### src/sv/gb5_pkg.sv
// Shared types and constants of the 5x5 Gaussian blur block.
package gb5_pkg;

    // Pixel format: three 8-bit channels.
    localparam int CHAN_W   = 8;
    localparam int NUM_CHAN = 3;
    localparam int PIX_W    = CHAN_W * NUM_CHAN;

    // Window size and kernel taps; the 2D kernel is the outer product of TAP with itself.
    localparam int WIN   = 5;
    localparam int TAP_W = 3;
    localparam logic [TAP_W-1:0] TAP [WIN] = '{3'd1, 3'd2, 3'd4, 3'd2, 3'd1};

    // The first column and row whose window lies fully inside the frame, counted at the input side.
    localparam int INNER_START = 4;

    // Arithmetic widths: a weighted row sum is at most 10*255, the full sum at most 100*255.
    localparam int ROW_SUM_W = 12;
    localparam int TOTAL_W   = 15;

    // Division by 100 as a multiply by ceil(2^21/100); exact for every sum below 43690.
    localparam int                 RECIP_SHIFT = 21;
    localparam logic [TOTAL_W-1:0] RECIP       = 15'd20972;
    localparam int                 PROD_W      = 2 * TOTAL_W;

    // Pipeline depth of a lane, from the window update to the registered quotient.
    localparam int LANE_LAT = 3;

    // Output queue.
    localparam int QDEPTH  = 8;
    localparam int Q_AW    = $clog2(QDEPTH);
    localparam int Q_CNT_W = $clog2(QDEPTH + 1);

    // Cycles during which input is held off after a configuration write.
    localparam logic [1:0] HOLD_CYCLES = 2'd3;

    // Configuration registers.
    localparam int CFG_IDX_W  = 1;
    localparam int CFG_DATA_W = 11;
    localparam logic [CFG_DATA_W-1:0] RESET_WIDTH  = 11'd640;
    localparam logic [CFG_DATA_W-1:0] RESET_HEIGHT = 11'd480;

    typedef enum logic [CFG_IDX_W-1:0] {
        REG_IMAGE_WIDTH  = 1'b0,
        REG_IMAGE_HEIGHT = 1'b1
    } cfg_reg_t;

    typedef logic [CHAN_W-1:0] chan_t;
    typedef logic [NUM_CHAN-1:0][CHAN_W-1:0] pixel_t;

    // What the merge stage needs to know about one result.
    typedef struct packed {
        logic   valid;
        logic   interior;
        logic   last;
        pixel_t pass;
    } merge_info_t;

    // One entry of the output queue.
    typedef struct packed {
        chan_t chan0;
        chan_t chan1;
        chan_t chan2;
        logic  frame_end;
    } out_item_t;

endpackage

### src/sv/gb5_lane.sv
// One channel lane: 5x5 window, weighted sum and division by 100.
module gb5_lane (
    input  logic           clk,
    input  logic           shift_en,
    input  gb5_pkg::chan_t col_in [gb5_pkg::WIN],
    output gb5_pkg::chan_t quot
);

    gb5_pkg::chan_t                     window_reg   [gb5_pkg::WIN][gb5_pkg::WIN];
    logic [gb5_pkg::ROW_SUM_W-1:0]      row_sum_reg  [gb5_pkg::WIN];
    logic [gb5_pkg::ROW_SUM_W-1:0]      row_sum_next [gb5_pkg::WIN];
    logic [gb5_pkg::TOTAL_W-1:0]        total_reg;
    logic [gb5_pkg::TOTAL_W-1:0]        total_next;
    logic [gb5_pkg::PROD_W-1:0]         product;
    gb5_pkg::chan_t                     quot_reg;

    // Window shifts left by one column for every processed item; the new column enters on the right.
    always_ff @(posedge clk)
    begin
        if (shift_en)
        begin
            for (int k = 0; k < gb5_pkg::WIN; k++)
            begin
                for (int j = 0; j < gb5_pkg::WIN - 1; j++)
                begin
                    window_reg[k][j] <= window_reg[k][j+1];
                end
                window_reg[k][gb5_pkg::WIN-1] <= col_in[k];
            end
        end
    end

    // Horizontal pass: weighted sum along each window row.
    always_comb
    begin
        for (int k = 0; k < gb5_pkg::WIN; k++)
        begin
            row_sum_next[k] = '0;
            for (int j = 0; j < gb5_pkg::WIN; j++)
            begin
                row_sum_next[k] = row_sum_next[k]
                    + gb5_pkg::ROW_SUM_W'(window_reg[k][j])
                    * gb5_pkg::ROW_SUM_W'(gb5_pkg::TAP[j]);
            end
        end
    end

    // Vertical pass: weighted sum of the row sums.
    always_comb
    begin
        total_next = '0;
        for (int k = 0; k < gb5_pkg::WIN; k++)
        begin
            total_next = total_next
                + gb5_pkg::TOTAL_W'(row_sum_reg[k]) * gb5_pkg::TOTAL_W'(gb5_pkg::TAP[k]);
        end
    end

    // Truncating divide by 100 through the reciprocal.
    assign product = gb5_pkg::PROD_W'(total_reg) * gb5_pkg::PROD_W'(gb5_pkg::RECIP);

    always_ff @(posedge clk)
    begin
        row_sum_reg <= row_sum_next;
        total_reg   <= total_next;
        quot_reg    <= product[gb5_pkg::RECIP_SHIFT +: gb5_pkg::CHAN_W];
    end

    assign quot = quot_reg;

endmodule

### config.mk
export PLATFORM = sky130hd
export DESIGN_NAME = gb5_lane
export DESIGN_NICKNAME = d
export VERILOG_FILES = /design/src/sv/gb5_pkg.sv /design/src/sv/gb5_lane.sv
export SDC_FILE = /design/constraint.sdc
export NUM_CORES = 1
export LEC_CHECK = 0
export ABC_AREA = 1
export BUFFER_PORTS_ARGS = -buffer_cell sky130_fd_sc_hd__buf_2
export CORE_MARGIN = 1
export CORE_UTILIZATION = 40
export CTS_CLUSTER_SIZE = 28
export DETAILED_ROUTE_END_ITERATION = 16
export PLACE_DENSITY = 0.6
export SLEW_MARGIN = 5
export SYNTH_ARGS = -nofsm -noshare
export SYNTH_HDL_FRONTEND = slang
export SYNTH_SLANG_ARGS = --single-unit
### constraint.sdc
create_clock -name clk -period 4.6 [get_ports clk]
set_input_delay 0 -clock clk [delete_from_list [all_inputs] [get_ports clk]]
set_output_delay 0 -clock clk [all_outputs]
set_load 0.01 [all_outputs]
==> reports/metrics.csv <==
metric,value,unit
first-pass GRT wire length,49.2,mm
CP max FO,7,
Worst Hold Depth,2,
"leading cell types in the layout, fill and taps excluded","inv_1, fa_1, edfxtp_1, ha_1, nand2_1",
CP Capture Type,flip-flop,
Iter 0 DRT Violations,396,
placed insts,1891,
"reg-to-reg slack, setup",340,ps
sequential fraction of the synthesis area,44.6,%
Syn Inst Count,1300,
Crit-path slowest cell,fa_1,
CP Data Required Time,5020,ps
vias in the first global route,10239,
CTS tree,yes,
reg2reg path depth,15,
CP dominant cell by count,fa_1,
ratio of cells with drive above 1 in the final layout,8.73,%
max incr delay on CP,540,ps
Worst Hold Path EP,window_reg[4][3],
RR Startpoint,total_reg[13],
RR Endpoint,quot[2],
GRT overflow,0,
area of placed instances,18200,sq um
CP Launch Point,total_reg[13],
die area,43800,sq um
DRC,0,
vias,9260,
RSZ-0062 raised after global routing,no,
max_slew headroom,40.1,%
Final Cycle Share,92.7,%
worst-path cell chain,"ha_1, fa_1, fa_1, fa_1, inv_1, fa_1, inv_1, ha_1, a21o_1, a21boi_0, nor2_1, nor2_1, nand3_1, nand2_1, nand2_1",
fin nets,1866,
largest net degree at the start of global routing,160,
cell family contributing the most delay on the critical path,adder cells,
clk_lat worst skew,520,ps
min Tclk post-route,4260,ps
Clock transition at path regs,60,ps
n_diodes,0,
Critical Path AT,4680,ps
final setup fails,0,
Final Slew Violations,0,
outcome,"finished, final reports clean",
die width,209,microns
Pre-Repair DR Iteration Count,6,
CTS buffer count,34,
Layout area overhead,14.6,%
"most common cell after layout, fill and taps aside",inv_1,
Max clock buf depth,3,
Fmax,0.235,GHz
CTS root buf,clkbuf_16,
critical path startpoint category,flip-flop,
CP Buf/Inv Count,2,
DPL Wire Length,22.5,mm
Non-Filler Instances,1993,
H-tree depth,2,
post-synth net total,1737,
DR vias/cell,4.65,
Tightest Pin Transition,898,ps
row count,75,
setup_tns,0,ps
Worst Hold Class,in -> reg,
CP Class,reg -> reg,
max reg flops,200,
Total GRT Usage,14.2,%
YS warnings,0,
IO buf count,49,
final hold violations,0,
Die Ht,209,microns
initial core utilization,40.8,%
Syn Area/Cell,13.2,sq um
min-delay src,col_in[3],
detailed-route wire length per cell,14.4,microns
Sinks on Clock Net,283,
Cell variety after synth,32,
Core Region,42100,sq um
final clock skew,12.9,ps
number of top-level pins,50,
post-route cell area,19700,sq um
ANT nets after route,0,
post-synthesis register bit count,283,
global placement routability congestion,0.825,
initial antenna violation count,0,
# Max-Cap Violations,0,
detailed-route wire length,28.7,mm
Syn Std Cell Area,17200,sq um
Final Util,46.8,%
## stage by stage
stage	hold WS [ps]	worst slack [ps]
floorplan	98.9	602
global placement	176	353
detailed placement	178	300
CTS	150	283
global route	165	6.21
finish	186	338
## cell families (layout without fill, tap and decap cells)
| family | Yosys count | in the layout | share of synthesized area [%] |
|---|---|---|---|
| compound gates | 112 | 112 | 3.92 |
| simple gates | 227 | 227 | 5.84 |
| fa+ha+maj | 395 | 395 | 38.3 |
| buf+inv | 241 | 395 | 5.26 |
| xor+xnor | 42 | 42 | 2.14 |
| flops | 283 | 283 | 44.6 |
## layer usage
layer | wire length [microns] | vias to the layer above | global-route usage, %
met5 | 0 | - | 0
met4 | 685 | 0 | 4.56
met3 | 921 | 46 | 2.60
met2 | 14100 | 113 | 24.4
met1 | 13000 | 4551 | 18.1
li1 | - | 4550 | -
## worst max path at each step
stage / to / slack (ps) / cells past startpoint
4_1_cts: quot[2] / 280 / 17
3_3_place_gp: quot[2] / 350 / 17
5_1_grt: quot[4] / 6 / 16
6_report: quot[2] / 340 / 15
2_1_floorplan: quot[2] / 600 / 17
3_5_place_dp: quot[2] / 300 / 17
## area by class of cell
type,count,area [sq um]
Inverter,241,905
Clock inverter,13,155
Fill cell,3737,22400
Sequential cell,283,7670
Tap cell,539,674
Clock buffer,48,987
Multi-Input combinational cell,776,8630
Timing Repair Buffer,93,699
## repair_timing
item	4_1_cts	5_1_grt
setup buffers	0	0
setup endpoints to repair	0	2
endpoints found under the hold margin	81	0
resized for setup	0	1
hold buffers	41	0
## synth_stat cells
cell,count,area (sq um)
nor3_2,2,20.0
a21boi_0,1,7.51
nor2_2,3,18.8
nand3_1,29,145
o21ai_0,10,50.1
inv_2,1,3.75
o21ai_1,3,15.0
nor3_1,5,25.0
fa_1,218,4360
o21ai_2,4,35.0
ha_1,177,2210
nand3b_1,1,7.51
inv_1,240,901
nand2_2,4,25.0
o311ai_0,4,35.0
edfxtp_1,200,6010
o211ai_1,2,15.0
nand4_1,18,113
nor2_4,3,33.8
o221ai_1,4,35.0
o21bai_1,12,90.1
nor2_1,40,150
a21o_1,5,37.5
o311ai_1,3,26.3
xnor2_1,12,105
a21oi_1,61,305
dfxtp_1,83,1660
xor2_1,30,263
nand4_2,1,12.5
o21a_1,2,15.0
o31ai_1,1,7.51
nand2_1,121,454
Power is left out: the tool's default activity adds up to more than one toggle a clock period on the data nets, which glitch-free logic cannot reach.
