[src/sv/gb5_pkg.sv]
// Shared types and constants of the 5x5 Gaussian blur block.
package gb5_pkg;

    // Pixel format: three 8-bit channels.
    localparam int CHAN_W   = 8;
    localparam int NUM_CHAN = 3;
    localparam int PIX_W    = CHAN_W * NUM_CHAN;

    // Window size and kernel taps; the 2D kernel is the outer product of TAP with itself.
    localparam int WIN   = 5;
    localparam int TAP_W = 3;
    localparam logic [TAP_W-1:0] TAP [WIN] = '{3'd1, 3'd2, 3'd4, 3'd2, 3'd1};

    // The first column and row whose window lies fully inside the frame, counted at the input side.
    localparam int INNER_START = 4;

    // Arithmetic widths: a weighted row sum is at most 10*255, the full sum at most 100*255.
    localparam int ROW_SUM_W = 12;
    localparam int TOTAL_W   = 15;

    // Division by 100 as a multiply by ceil(2^21/100); exact for every sum below 43690.
    localparam int                 RECIP_SHIFT = 21;
    localparam logic [TOTAL_W-1:0] RECIP       = 15'd20972;
    localparam int                 PROD_W      = 2 * TOTAL_W;

    // Pipeline depth of a lane, from the window update to the registered quotient.
    localparam int LANE_LAT = 3;

    // Output queue.
    localparam int QDEPTH  = 8;
    localparam int Q_AW    = $clog2(QDEPTH);
    localparam int Q_CNT_W = $clog2(QDEPTH + 1);

    // Cycles during which input is held off after a configuration write.
    localparam logic [1:0] HOLD_CYCLES = 2'd3;

    // Configuration registers.
    localparam int CFG_IDX_W  = 1;
    localparam int CFG_DATA_W = 11;
    localparam logic [CFG_DATA_W-1:0] RESET_WIDTH  = 11'd640;
    localparam logic [CFG_DATA_W-1:0] RESET_HEIGHT = 11'd480;

    typedef enum logic [CFG_IDX_W-1:0] {
        REG_IMAGE_WIDTH  = 1'b0,
        REG_IMAGE_HEIGHT = 1'b1
    } cfg_reg_t;

    typedef logic [CHAN_W-1:0] chan_t;
    typedef logic [NUM_CHAN-1:0][CHAN_W-1:0] pixel_t;

    // What the merge stage needs to know about one result.
    typedef struct packed {
        logic   valid;
        logic   interior;
        logic   last;
        pixel_t pass;
    } merge_info_t;

    // One entry of the output queue.
    typedef struct packed {
        chan_t chan0;
        chan_t chan1;
        chan_t chan2;
        logic  frame_end;
    } out_item_t;

endpackage

[src/sv/gb5_pix_out_if.sv]
// Output pixel channel with valid/ready handshake.
interface gb5_pix_out_if;
    logic          valid;
    logic          ready;
    gb5_pkg::chan_t chan0_out;
    gb5_pkg::chan_t chan1_out;
    gb5_pkg::chan_t chan2_out;
    logic          frame_end;

    modport source (output valid, output chan0_out, output chan1_out, output chan2_out,
                    output frame_end, input ready);
    modport sink (input valid, input chan0_out, input chan1_out, input chan2_out,
                  input frame_end, output ready);
endinterface

[src/sv/gb5_merge.sv]
// Merge stage: picks blurred or passed-through channels and queues results for the output.
module gb5_merge (
    input  logic                 clk,
    input  logic                 rst_n,
    input  gb5_pkg::merge_info_t info,
    input  gb5_pkg::pixel_t      quot,
    gb5_pix_out_if.source        pix_out
);

    gb5_pkg::out_item_t              item;
    gb5_pkg::out_item_t              queue_reg [gb5_pkg::QDEPTH];
    logic [gb5_pkg::Q_AW-1:0]        wr_ptr_reg;
    logic [gb5_pkg::Q_AW-1:0]        wr_ptr_next;
    logic [gb5_pkg::Q_AW-1:0]        rd_ptr_reg;
    logic [gb5_pkg::Q_AW-1:0]        rd_ptr_next;
    logic [gb5_pkg::Q_CNT_W-1:0]     count_reg;
    logic [gb5_pkg::Q_CNT_W-1:0]     count_next;
    logic                            push;
    logic                            pop;

    // Interior pixels take the lane quotients; border pixels pass through.
    always_comb
    begin
        item.chan0     = info.interior ? quot[0] : info.pass[0];
        item.chan1     = info.interior ? quot[1] : info.pass[1];
        item.chan2     = info.interior ? quot[2] : info.pass[2];
        item.frame_end = info.last;
    end

    assign push = info.valid;
    assign pop  = pix_out.valid && pix_out.ready;

    // Queue storage.
    always_ff @(posedge clk)
    begin
        if (push)
        begin
            queue_reg[wr_ptr_reg] <= item;
        end
    end

    // Queue pointers and fill count.
    always_comb
    begin
        wr_ptr_next = push ? wr_ptr_reg + gb5_pkg::Q_AW'(1) : wr_ptr_reg;
        rd_ptr_next = pop ? rd_ptr_reg + gb5_pkg::Q_AW'(1) : rd_ptr_reg;
        count_next  = count_reg;
        if (push && !pop)
        begin
            count_next = count_reg + gb5_pkg::Q_CNT_W'(1);
        end
        else if (pop && !push)
        begin
            count_next = count_reg - gb5_pkg::Q_CNT_W'(1);
        end
    end

    always_ff @(posedge clk or negedge rst_n)
    begin
        if (!rst_n)
        begin
            wr_ptr_reg <= '0;
            rd_ptr_reg <= '0;
            count_reg  <= '0;
        end
        else
        begin
            wr_ptr_reg <= wr_ptr_next;
            rd_ptr_reg <= rd_ptr_next;
            count_reg  <= count_next;
        end
    end

    // Head of the queue drives the output channel.
    assign pix_out.valid     = (count_reg != '0);
    assign pix_out.chan0_out = queue_reg[rd_ptr_reg].chan0;
    assign pix_out.chan1_out = queue_reg[rd_ptr_reg].chan1;
    assign pix_out.chan2_out = queue_reg[rd_ptr_reg].chan2;
    assign pix_out.frame_end = queue_reg[rd_ptr_reg].frame_end;

    // The reservation in front of the pipeline must keep the queue from overflowing.
    a_no_overflow: assert property (@(posedge clk) disable iff (!rst_n)
        push && !pop |-> count_reg < gb5_pkg::Q_CNT_W'(gb5_pkg::QDEPTH))
        else $error("output queue overflow");

endmodule

[src/flat_wrapper.sv]
// flat-port wrapper written by rule: the top's interface ports become plain ports
module gb5_merge_flat 
  (clk, rst_n, info, quot, pix_out_valid, pix_out_chan0_out, pix_out_chan1_out, pix_out_chan2_out, pix_out_frame_end, pix_out_ready);
  gb5_pix_out_if pix_out_i ();
  input  logic clk;
  input  logic rst_n;
  input  gb5_pkg::merge_info_t info;
  input  gb5_pkg::pixel_t quot;
  output wire logic [$bits(pix_out_i.valid)-1:0] pix_out_valid;
  output wire logic [$bits(pix_out_i.chan0_out)-1:0] pix_out_chan0_out;
  output wire logic [$bits(pix_out_i.chan1_out)-1:0] pix_out_chan1_out;
  output wire logic [$bits(pix_out_i.chan2_out)-1:0] pix_out_chan2_out;
  output wire logic [$bits(pix_out_i.frame_end)-1:0] pix_out_frame_end;
  input wire logic [$bits(pix_out_i.ready)-1:0] pix_out_ready;
  assign pix_out_valid = pix_out_i.valid;
  assign pix_out_chan0_out = pix_out_i.chan0_out;
  assign pix_out_chan1_out = pix_out_i.chan1_out;
  assign pix_out_chan2_out = pix_out_i.chan2_out;
  assign pix_out_frame_end = pix_out_i.frame_end;
  assign pix_out_i.ready = pix_out_ready;
  gb5_merge u_core (.clk(clk), .rst_n(rst_n), .info(info), .quot(quot), .pix_out(pix_out_i));
endmodule
[config.mk]
export PLATFORM = sky130hd
export DESIGN_NAME = gb5_merge_flat
export DESIGN_NICKNAME = d
export VERILOG_FILES = /design/src/sv/gb5_pkg.sv /design/src/sv/gb5_pix_out_if.sv /design/src/sv/gb5_merge.sv /design/src/flat_wrapper.sv
export SDC_FILE = /design/constraint.sdc
export NUM_CORES = 1
export LEC_CHECK = 0
export BUFFER_PORTS_ARGS = -buffer_cell sky130_fd_sc_hd__buf_2
export CAP_MARGIN = 20
export CORE_MARGIN = 5
export CORE_UTILIZATION = 55
export CTS_CLUSTER_DIAMETER = 200
export DETAILED_ROUTE_END_ITERATION = 12
export PLACE_DENSITY = 0.84
export SLEW_MARGIN = 25
export SYNTH_ARGS = -nofsm -noshare
export SYNTH_HDL_FRONTEND = slang
export SYNTH_SLANG_ARGS = --single-unit
[constraint.sdc]
create_clock -name clk -period 7.3 [get_ports clk]
set_input_delay 1.46 -clock clk [delete_from_list [all_inputs] [get_ports clk]]
set_output_delay 1.46 -clock clk [all_outputs]
set_load 0.01 [all_outputs]
==> reports/metrics.yaml, run 1 <==
die-area_um2: 18200
grt_max_degree: 53
synth_compound_area_frac: 0.00481
layout_setup_ws_ps: 2940
syn_to_final_growth_pct: 14.9
ctsHtreeMaxLevel: 1
synth_mux_area_frac: 0.222
dr_total_vias: 4024
p_comb_frac: 0.270
drt_iter0_drc: 214
hold_path.class: "reg -> reg"
critPathMaxStageDelay_ps: 860
die_width_um: 135
clock_latency_ps: 490
synth_largest_type_area_fraction: 0.699
critPathArrivalTime_ps: 2900
layout_cells_excl_fill: 689
detail_route.first_pass.iterations: 4
port-buffer-count: 79
cts_root_buf: "clkbuf_16"
simple_gate_portion_of_the_synthesized_area: 0.0147
detailedPlace.worstSlack_ps: 3400
most_frequently_used_cell_type_in_the_post_synthesis_netlist: "edfxtp_1"
grt_use_total: 0.173
synthesis.nets: 436
hold_buffers: 0
slew_headroom: 0.353
tritoncts: "built"
synth-xor-area-share: 0.00612
globalRouteOverflowTotal: 0
grt_setup_unrepaired: "no"
ys_types: 28
ir_worst_vdd_mv: 0.198
largest_register_ff_count: 200
crit_required_ps: 5840
avgSynthCellArea_um2: 22.8
cell_area_after_synthesis_um2: 8590
gpl.final_weighted_congestion: 0.685
pin_count: 80
synth-adder-area-share: 0.00962
timing.critical_path.cells: "buf_4 -> mux4_1 -> mux2_2 -> buf_2"
leakagePower_nw: 3.42
timing.max_cap.violations: 0
layout_cells_sized_above_1: 0.372
number_of_cells_in_the_design_after_placement: 651
fin_skew_ps: 6.36
wl_per_cell_um: 22.9
crit_type: "reg -> out"
finalNetCount: 524
antenna_found_initial: 0
detail_route.wirelength_um: 15800
postSynth.topFlopCell: "edfxtp_1"
synth_top_cells_by_area: "edfxtp_1, mux4_1, mux2_2, dfrtp_1, buf_6"
number_of_warnings_issued_by_yosys: 0
fmaxAchievable_mhz: 229
first_global_vias: 4258
postSynthRegisterBits: 210
synth-seq-area-share: 0.728
final_max_slew_viol_count: 0
synth_commonest_cells: "edfxtp_1, mux2_2, mux4_1"
numCtsBuffers: 22
tightest_pin_transition_ps: 969
core_area_um2: 15300
power.clock.fraction: 0.270
post-synth-top-area-cell: "edfxtp_1"
route.detailed.drc: 0
finalCriticalPeriod_ps: 4360
grt_pass1_wl_um: 24100
setup.worst_path.start_class: "flop"
drt-vias-per-instance: 5.84
cp_num_buf_inv: 2
synthArstFlopShare: 0.0476
power_switching_share: 0.288
power_density_nw_per_um2: 376
clock_path_buffers: 3
synth_edf_count: 200
critPathMaxFanout: 27
post_syn_instances: 376
chipHeight_um: 135
post_cts.resized_instances: 0
power.internal_mw: 2.64
cp_top_family: "multiplexers"
seqPwrFrac: 0.459
timing.setup.tns_ps: 0
ant_diodes: 0
status: "completed"
place_hpwl_um: 8820
cts_setup_buffers: 0
std_cell_rows: 45
cts.sinks: 210
endpoint_kind: "output pin"
final_min_period_over_clock_period: 0.597
clk_transition_reported_paths_ps: 60
setup_viol: 0
effective_utilization_at_floorplan: 0.563
timing.critical_path.slowest_stage_cell: "dfrtp_2"
switching_power_mw: 1.07
main_combinational_cell_family_by_area_after_synthesis: "multiplexers"
timing.final.hold_violations: 0
drt.antenna.violating_nets: 0
## stage by stage
stage / power (mW) / util / hold slack [ps] / instance area (µm²)
3_3_place_gp: 2.69 / 0.604 / 500 / 9220
6_report: 3.71 / 0.646 / 568 / 9860
5_1_grt: 3.88 / 0.646 / 582 / 9860
4_1_cts: 3.75 / 0.646 / 537 / 9860
3_5_place_dp: 2.75 / 0.604 / 522 / 9220
2_1_floorplan: 2.41 / - / 479 / 8590
## power groups by stage
stage / Clock (mW) / Combinational, mW / Sequential, mW
final: 1.00 / 1.00 / 1.70
after global routing: 1.07 / 1.08 / 1.72
after CTS: 1.02 / 1.02 / 1.70
after detailed placement: 0 / 1.02 / 1.73
after global placement: 0 / 0.984 / 1.71
after floorplan: 0 / 0.808 / 1.60
## logic make-up (layout without fill, tap and decap cells)
| group | count (synthesis) | after routing |
|---|---|---|
| AO/OA/AOI/OAI | 6 | 6 |
| XOR/XNOR | 6 | 6 |
| adder cells (fa/ha/maj) | 6 | 6 |
| buffers and inverters | 20 | 122 |
| flip-flops | 210 | 210 |
| multiplexers | 103 | 103 |
| AND/OR/NAND/NOR | 25 | 25 |
## area by class of cell
class	instances	area, µm²
clock buffers	28	594
clock inverters	10	52.6
fillers	984	5390
inverters	1	3.75
multi-input cells	146	2260
flip-flops and latches	210	6260
well taps	211	264
repair buffers	83	425
## per-layer routing
layer | track usage | vias to the layer above | wire [µm]
met4 | 0.0431 | 0 | 354
met2 | 0.302 | 130 | 8180
met1 | 0.232 | 2068 | 6360
met5 | 0 | - | 0
li1 | - | 1793 | -
met3 | 0.0261 | 33 | 899
## cell usage in the layout (no fill, tap or decap), types with 3 or more instances in the layout
master and n:
buf_2 79, ha_1 5, mux4_1 49, nand2b_1 3, mux2_2 52, dfrtp_1 8
nor2_4 6, nand2_1 6, clkinv_2 6, xnor2_1 5, clkbuf_16 23, nand3_1 3
edfxtp_1 200, buf_4 4, clkbuf_1 5
## path summary, 6_finish.rpt
| path | startpoint | end | slack, ps | cells past startpoint |
|---|---|---|---|---|
| max reg2reg | u_core.count_reg[0]$_DFFE_PN0P_ | u_core.count_reg[3]$_DFFE_PN0P_ | 4500 | 8 |
| max | u_core.rd_ptr_reg[0]$_DFFE_PN0P_ | pix_out_chan2_out[1] | 2940 | 4 |
| min reg2reg | u_core.count_reg[2]$_DFFE_PN0P_ | u_core.count_reg[2]$_DFFE_PN0P_ | 570 | 2 |
| max in group asynchronous | rst_n | u_core.rd_ptr_reg[1]$_DFFE_PN0P_ | 6230 | 1 |
| min | u_core.count_reg[2]$_DFFE_PN0P_ | u_core.count_reg[2]$_DFFE_PN0P_ | 570 | 2 |
| min in group asynchronous | rst_n | u_core.rd_ptr_reg[2]$_DFFE_PN0P_ | 830 | 1 |
## worst min-delay path: stages (launching register included)
cell	delay [ps]
dfrtp_1	370
nand2_1	70
o21ai_0	80
(Power assumes the default switching activity.)
==> run 2, diff against run 1 <==
--- a/config.mk
+++ b/config.mk
@@ -5,6 +5,7 @@
 export SDC_FILE = /design/constraint.sdc
 export NUM_CORES = 1
 export LEC_CHECK = 0
+export ABC_AREA = 1
 export BUFFER_PORTS_ARGS = -buffer_cell sky130_fd_sc_hd__buf_2
 export CAP_MARGIN = 20
 export CORE_MARGIN = 5
==> constraint.sdc (replaced) <==
create_clock -name clk -period 4.05 [get_ports clk]
set_input_delay 0.81 -clock clk [delete_from_list [all_inputs] [get_ports clk]]
set_output_delay 0.81 -clock clk [all_outputs]
set_load 0.01 [all_outputs]
==> reports/metrics.yaml, run 2 <==
status: "completed"
mostFrequentLayoutCell: "nand2_1"
multiInputGateArea_um2: 2350  # +3.8%
grt_use_total: 0.204  # +0.0312
grt_pass1_wl_um: 29600  # +23%
tightest_pin_transition_ps: 1030  # +56.9 ps
timing.critical_path.cells: "buf_4 -> o21ai_0 -> o21ai_1 -> nand2_1 -> nand2_1 -> buf_2"
synthesis.nets: 829  # +90%
layout_cells_sized_above_1: 0.164  # -0.208
postSynth.topFlopCell: "edfxtp_1"
final_max_slew_viol_count: 0  # unchanged
timing.max_cap.violations: 0  # unchanged
seqCellArea_um2: 6260  # about the same
effective_utilization_at_floorplan: 0.560  # -0.00268
synth_largest_type_area_fraction: 0.675  # -0.0244
layout_setup_ws_ps: 689  # -2250 ps
setup_slack_on_the_worst_flop_to_flop_path_ps: 2020  # -2480 ps
die_width_um: 137  # +1.7%
globalRouteOverflowTotal: 0  # unchanged
avgSynthCellArea_um2: 11.6  # -49%
crit_required_ps: 3240  # -2600 ps
timing.setup.tns_ps: 0  # unchanged
first_global_vias: 5675  # +33%
endpoint_kind: "output pin"
ctsHtreeMaxLevel: 1  # unchanged
fmaxAchievable_mhz: 298
synth_top_cells_by_area: "edfxtp_1, nand2_1, mux2_1, o21ai_1, dfrtp_1"
detailed_place.area_um2: 9420  # +2.2%
synth_edf_count: 200  # unchanged
cts_root_buf: "clkbuf_16"
final_core_utilization: 0.634  # -0.0128
timing.critical_path.slowest_stage_cell: "buf_4"
hold_buffers: 0  # unchanged
critPathArrivalTime_ps: 2550  # -350 ps
drt-vias-per-instance: 5.39  # -7.7%
postSynthRegisterBits: 210  # unchanged
ys_types: 27  # -3.6%
cts.sinks: 210  # unchanged
final_min_period_over_clock_period: 0.830
post-synth-top-area-cell: "edfxtp_1"
post_cts.resized_instances: 0  # unchanged
synth_commonest_cells: "nand2_1, edfxtp_1, nor2_1"
post-layout-total-power_mw: 7.03  # +90%
crit_top_cell: "nand2_1"
cell_area_after_synthesis_um2: 8900  # +3.6%
detail_route.first_pass.iterations: 5  # +1
synth-seq-area-share: 0.703  # -0.0254
core_area_um2: 15900  # +4.1%
antenna_found_initial: 0  # unchanged
worst_setup_path_startpoint: "u_core.rd_ptr_reg[0]$_DFFE_PN0P_"
tritoncts: "built"
ant_diodes: 0  # unchanged
finalCriticalPeriod_ps: 3360
largest_register_ff_count: 200  # unchanged
finish.instance_area_um2: 10100  # +2.0%
worst_r2r_path_depth: 11  # +3
crit_path_end: "pix_out_chan0_out[7]"
synthArstFlopShare: 0.0476  # unchanged
finalNetCount: 903  # +72%
gpl.final_weighted_congestion: 0.788  # +15%
critPathMaxStageDelay_ps: 780  # -80 ps
hold_ws_ps: 172  # -396 ps
clock_latency_ps: 490  # about the same
layout_cells_excl_fill: 1074  # +56%
setup.worst_path.start_class: "flop"
timing.final.hold_violations: 0  # unchanged
dr_total_vias: 5792  # +44%
std_cell_rows: 46  # +2.2%
port-buffer-count: 79  # unchanged
power_density_nw_per_um2: 699  # +86%
pin_count: 80  # unchanged
grt_max_degree: 102  # +92%
hold_path.class: "in -> async"
number_of_cells_in_the_design_after_placement: 1036  # +59%
setup_viol: 0  # unchanged
grt_setup_unrepaired: "no"
most_frequently_used_cell_type_in_the_post_synthesis_netlist: "nand2_1"
clock_path_buffers: 3  # unchanged
die-area_um2: 18800  # +3.3%
post_syn_instances: 769  # +100%
fill_cells: 1163  # +18%
drt_iter0_drc: 585  # +170%
syn_to_final_growth_pct: 13.1
fin_skew_ps: 6.71  # +0.351 ps
crit_type: "reg -> out"
detailedPlace.worstSlack_ps: 1280  # -2130 ps
detail_route.wirelength_um: 19100  # +21%
regToRegStartpoint: "u_core.count_reg[0]$_DFFE_PN0P_"
clk_transition_reported_paths_ps: 60  # about the same
cts_setup_buffers: 0  # unchanged
ir_worst_vdd_mv: 0.712  # +260%
critical_path.reg2reg.endpoint: "u_core.count_reg[3]$_DFFE_PN0P_"
route.detailed.drc: 0  # unchanged
numCtsBuffers: 21  # -4.5%
wl_per_cell_um: 17.8  # -23%
leakagePower_nw: 3.94  # +15%
place_hpwl_um: 10100  # +14%
number_of_warnings_issued_by_yosys: 0  # unchanged
layout_common_cells: "nand2_1, edfxtp_1, buf_2, nor2_1, o21ai_1"
drt.antenna.violating_nets: 0  # unchanged
critPathMaxFanout: 101  # +270%
slew_headroom: 0.316  # -0.0364
chipHeight_um: 137  # +1.7%
[run 2: changes by cell type after synthesis, sizes merged, moves of 5 or more]
cell	delta
o21ai	+101
nor2	+56
buf	+17
clkbuf	+5
nand2	+295
inv	+9
mux4	-50
mux2	-28
[run 2: area by class of cell]
| type | instances | area share |
|---|---|---|
| Sequential cell | 210 | 0.622 |
| Inverter | 11 | 0.00447 |
| Clock buffer | 28 | 0.0548 |
| Tap cell | 216 | 0.0268 |
| Clock inverter | 10 | 0.00982 |
| Multi-Input combinational cell | 507 | 0.233 |
| Timing Repair Buffer | 92 | 0.0490 |
[run 2: worst min path at each step]
| stage | start | to | slack, ps | depth (start not counted) |
|---|---|---|---|---|
| 4_1_cts | rst_n | u_core.count_reg[0]$_DFFE_PN0P_ | 160 | 1 |
| 3_3_place_gp | u_core.wr_ptr_reg[0]$_DFFE_PN0P_ | u_core.wr_ptr_reg[0]$_DFFE_PN0P_ | 510 | 2 |
| 5_1_grt | rst_n | u_core.count_reg[2]$_DFFE_PN0P_ | 170 | 1 |
| 3_5_place_dp | u_core.count_reg[2]$_DFFE_PN0P_ | u_core.count_reg[2]$_DFFE_PN0P_ | 520 | 2 |
| 6_report | rst_n | u_core.count_reg[0]$_DFFE_PN0P_ | 170 | 1 |
| 2_1_floorplan | u_core.count_reg[2]$_DFFE_PN0P_ | u_core.count_reg[2]$_DFFE_PN0P_ | 480 | 2 |
[run 2: critical path, delay by kind of cell, from the launching register on]
kind                   cells  cell delay [ps]
buffers and inverters      2              930
AO/OA/AOI/OAI              2              470
flip-flops                 1              380
AND/OR/NAND/NOR            2              240
[run 2: kinds of logic after synthesis]
kind of cell,share of synthesized area
flip-flops,0.703
multiplexers,0.0304
AND/OR/NAND/NOR,0.159
buffers and inverters,0.0352
AO/OA/AOI/OAI,0.0585
adder cells (fa/ha/maj),0.00928
XOR/XNOR,0.00492
[run 2: per-layer routing]
metal | up-vias | routed length, µm | global-route usage
met1 | 2767 | 7750 | 0.270
met2 | 225 | 9540 | 0.356
met5 | - | 0 | 0
met3 | 33 | 1400 | 0.0340
li1 | 2767 | - | -
met4 | 0 | 381 | 0.0477
[run 2: where the power goes]
part	switching [mW]	internal (mW)	total, mW
logic	1.68	0.738	2.42
clock network	0.766	1.09	1.85
registers	0.0947	2.67	2.76
==> run 3, diff against run 2 <==
==> constraint.sdc (replaced) <==
create_clock -name clk -period 3.25 [get_ports clk]
set_input_delay 0.65 -clock clk [delete_from_list [all_inputs] [get_ports clk]]
set_output_delay 0.65 -clock clk [all_outputs]
set_load 0.01 [all_outputs]
==> reports/metrics.yaml, run 3 (synthesized netlist as in run 2, its figures left out) <==
timing.critical_path.cells: "clkinv_2 -> o21ai_0 -> o21ai_1 -> nand2_1 -> nand2_1 -> buf_2"
fill_cells: 1167  # +0.34%
mostFrequentLayoutCell: "nand2_1"
switching_power_mw: 3.23  # +27%
endpoint_kind: "output pin"
grtUsageMet1: 0.271  # +0.000818
die-area_um2: 18800  # unchanged
grt_most_used_layer: "met2"
hold_path.class: "in -> reg"
layout_cells_sized_above_1: 0.175  # +0.0104
final_max_slew_viol_count: 0  # unchanged
drt-vias-per-instance: 5.44  # +0.96%
post_cts.resized_instances: 0  # unchanged
chipHeight_um: 137  # unchanged
fmaxAchievable_mhz: 361
leakagePower_nw: 3.99  # +1.3%
place_hpwl_um: 10600  # +5.8%
numCtsBuffers: 22  # +4.8%
grt.met3_usage: 0.0347  # +0.000730
timing.critical_path.slowest_stage_cell: "clkinv_2"
slew_headroom: 0.533  # +0.217
first_global_vias: 6007  # +5.9%
grt_max_degree: 55  # -46%
timing.setup.tns_ps: 0  # unchanged
ant_diodes: 0  # unchanged
core_area_um2: 15900  # unchanged
gpl.final_weighted_congestion: 0.791  # +0.37%
std_cell_rows: 46  # unchanged
effective_utilization_at_floorplan: 0.560  # unchanged
crit_required_ps: 2600  # -640 ps
crit_top_cell: "nand2_1"
finalCriticalPeriod_ps: 2770
cts.sinks: 210  # unchanged
detail_route.first_pass.iterations: 6  # +1
cp_top_family: "buffers and inverters"
final_core_utilization: 0.641  # +0.00717
seqPwrFrac: 0.388  # -0.005
drt.antenna.violating_nets: 0  # unchanged
cp.depth: 6  # unchanged
tightest_pin_transition_ps: 700  # -326 ps
finalNetCount: 908  # +0.55%
tritoncts: "built"
cp_num_buf_inv: 2  # unchanged
ctsHtreeMaxLevel: 1  # unchanged
critPathArrivalTime_ps: 2120  # -430 ps
fin_skew_ps: 6.07  # -0.638 ps
grt_use_total: 0.210  # +0.00650
clock_latency_ps: 500  # about the same
antenna_found_initial: 1  # +1
wl_per_cell_um: 18.0  # +1.1%
power_switching_share: 0.363  # +0.00199
ir_worst_vdd_mv: 0.573  # -20%
post-layout-total-power_mw: 8.89  # +26%
dr_total_vias: 5880  # +1.5%
critPathMaxStageDelay_ps: 550  # -230 ps
min_path_cells: 2
setup_viol: 0  # unchanged
power_density_nw_per_um2: 873  # +25%
die_width_um: 137  # unchanged
globalRouteOverflowTotal: 0  # unchanged
crit_type: "reg -> out"
largest_register_ff_count: 200  # unchanged
cts_root_buf: "clkbuf_16"
grt_pass1_wl_um: 30500  # +3.2%
route.detailed.drc: 0  # unchanged
timing.final.hold_violations: 0  # unchanged
globalRouteMet2Util: 0.365  # +0.00954
clk_transition_reported_paths_ps: 60  # about the same
grt_setup_unrepaired: "no"
worst_r2r_path_depth: 11  # unchanged
power.clock.fraction: 0.268  # +0.005
setup.worst_path.start_class: "flop"
timing.max_cap.violations: 0  # unchanged
critPathMaxFanout: 51  # -50%
layout_common_cells: "nand2_1, edfxtp_1, buf_2, nor2_1, o21ai_1"
layout_cells_excl_fill: 1080  # +0.56%
number_of_cells_in_the_design_after_placement: 1039  # +0.29%
detail_route.wirelength_um: 19400  # +1.7%
cts_setup_buffers: 0  # unchanged
port-buffer-count: 79  # unchanged
clock_path_buffers: 3  # unchanged
power.internal_mw: 5.66  # +26%
syn_to_final_growth_pct: 14.4
drt_iter0_drc: 483  # -17%
status: "completed"
pin_count: 80  # unchanged
final_min_period_over_clock_period: 0.853
p_comb_frac: 0.344  # about the same
==> run 3: cell count changes in the layout (fill, tap and decap cells not counted), sizes merged <==
cell,delta
clkinvlp,+2
clkbuf,-2
clkinv,+3
dlygate4sd3,+1
buf,+3
bufinv,-1
==> run 3: final timing paths <==
path	startpoint	to	slack, ps
max in group asynchronous	rst_n	u_core.rd_ptr_reg[0]$_DFFE_PN0P_	2490
min in group asynchronous	rst_n	u_core.wr_ptr_reg[2]$_DFFE_PN0P_	540
worst min register to register	u_core.count_reg[2]$_DFFE_PN0P_	u_core.count_reg[2]$_DFFE_PN0P_	540
worst max-delay path	u_core.rd_ptr_reg[1]$_DFFE_PN0P_	pix_out_chan1_out[1]	480
worst max register to register	u_core.count_reg[0]$_DFFE_PN0P_	u_core.count_reg[3]$_DFFE_PN0P_	1190
worst min-delay path	info[26]	u_core.wr_ptr_reg[1]$_DFFE_PN0P_	420
==> run 3: area by class of cell <==
cell class | count | area, µm² | share of cell area
Multi-Input combinational cell | 507 | 2350 | 0.231
Timing Repair Buffer | 96 | 563 | 0.0553
Clock inverter | 14 | 108 | 0.0106
Clock buffer | 26 | 587 | 0.0576
Sequential cell | 210 | 6260 | 0.615
Tap cell | 216 | 270 | 0.0265
Inverter | 11 | 45.0 | 0.00442
==> run 3: metal layers <==
layer | wire length, µm | vias up
li1 | - | 2776
met4 | 493 | 2
met3 | 1370 | 43
met1 | 7860 | 2804
met2 | 9670 | 255
met5 | 8 | -
==> run 3: worst reg2reg max path, cell delays in order, from the launching register on <==
cell,delay (ps)
dfrtp_1,450
nor2_1,110
nand2_1,90
nand2_1,160
ha_1,200
inv_1,90
ha_1,360
or2_0,230
nand2_1,70
nand2_1,60
nand3_1,90
nand2_1,50
==> run 3: timing repair <==
item / 4_1_cts / 5_1_grt
endpoints found under the setup margin: 0 / 0
hold buffers: 1 / 0
endpoints found under the hold margin: 4 / 0
==> run 3: through the flow <==
stage	cell area, µm²	hold slack, ps	setup slack, ps
2_1_floorplan	8900	354	841
3_3_place_gp	9480	505	1010
3_5_place_dp	9480	520	993
4_1_cts	10200	405	445
5_1_grt	10200	432	347
6_report	10200	415	476
==> run 3: power by group through the flow <==
stage	combinational, mW	sequential (mW)	clock, mW
3_3_place_gp	2.94	3.48	0
4_1_cts	3.07	3.44	2.42
5_1_grt	3.43	3.47	2.53
2_1_floorplan	2.18	3.47	0
3_5_place_dp	3.03	3.50	0
6_report	3.06	3.45	2.39
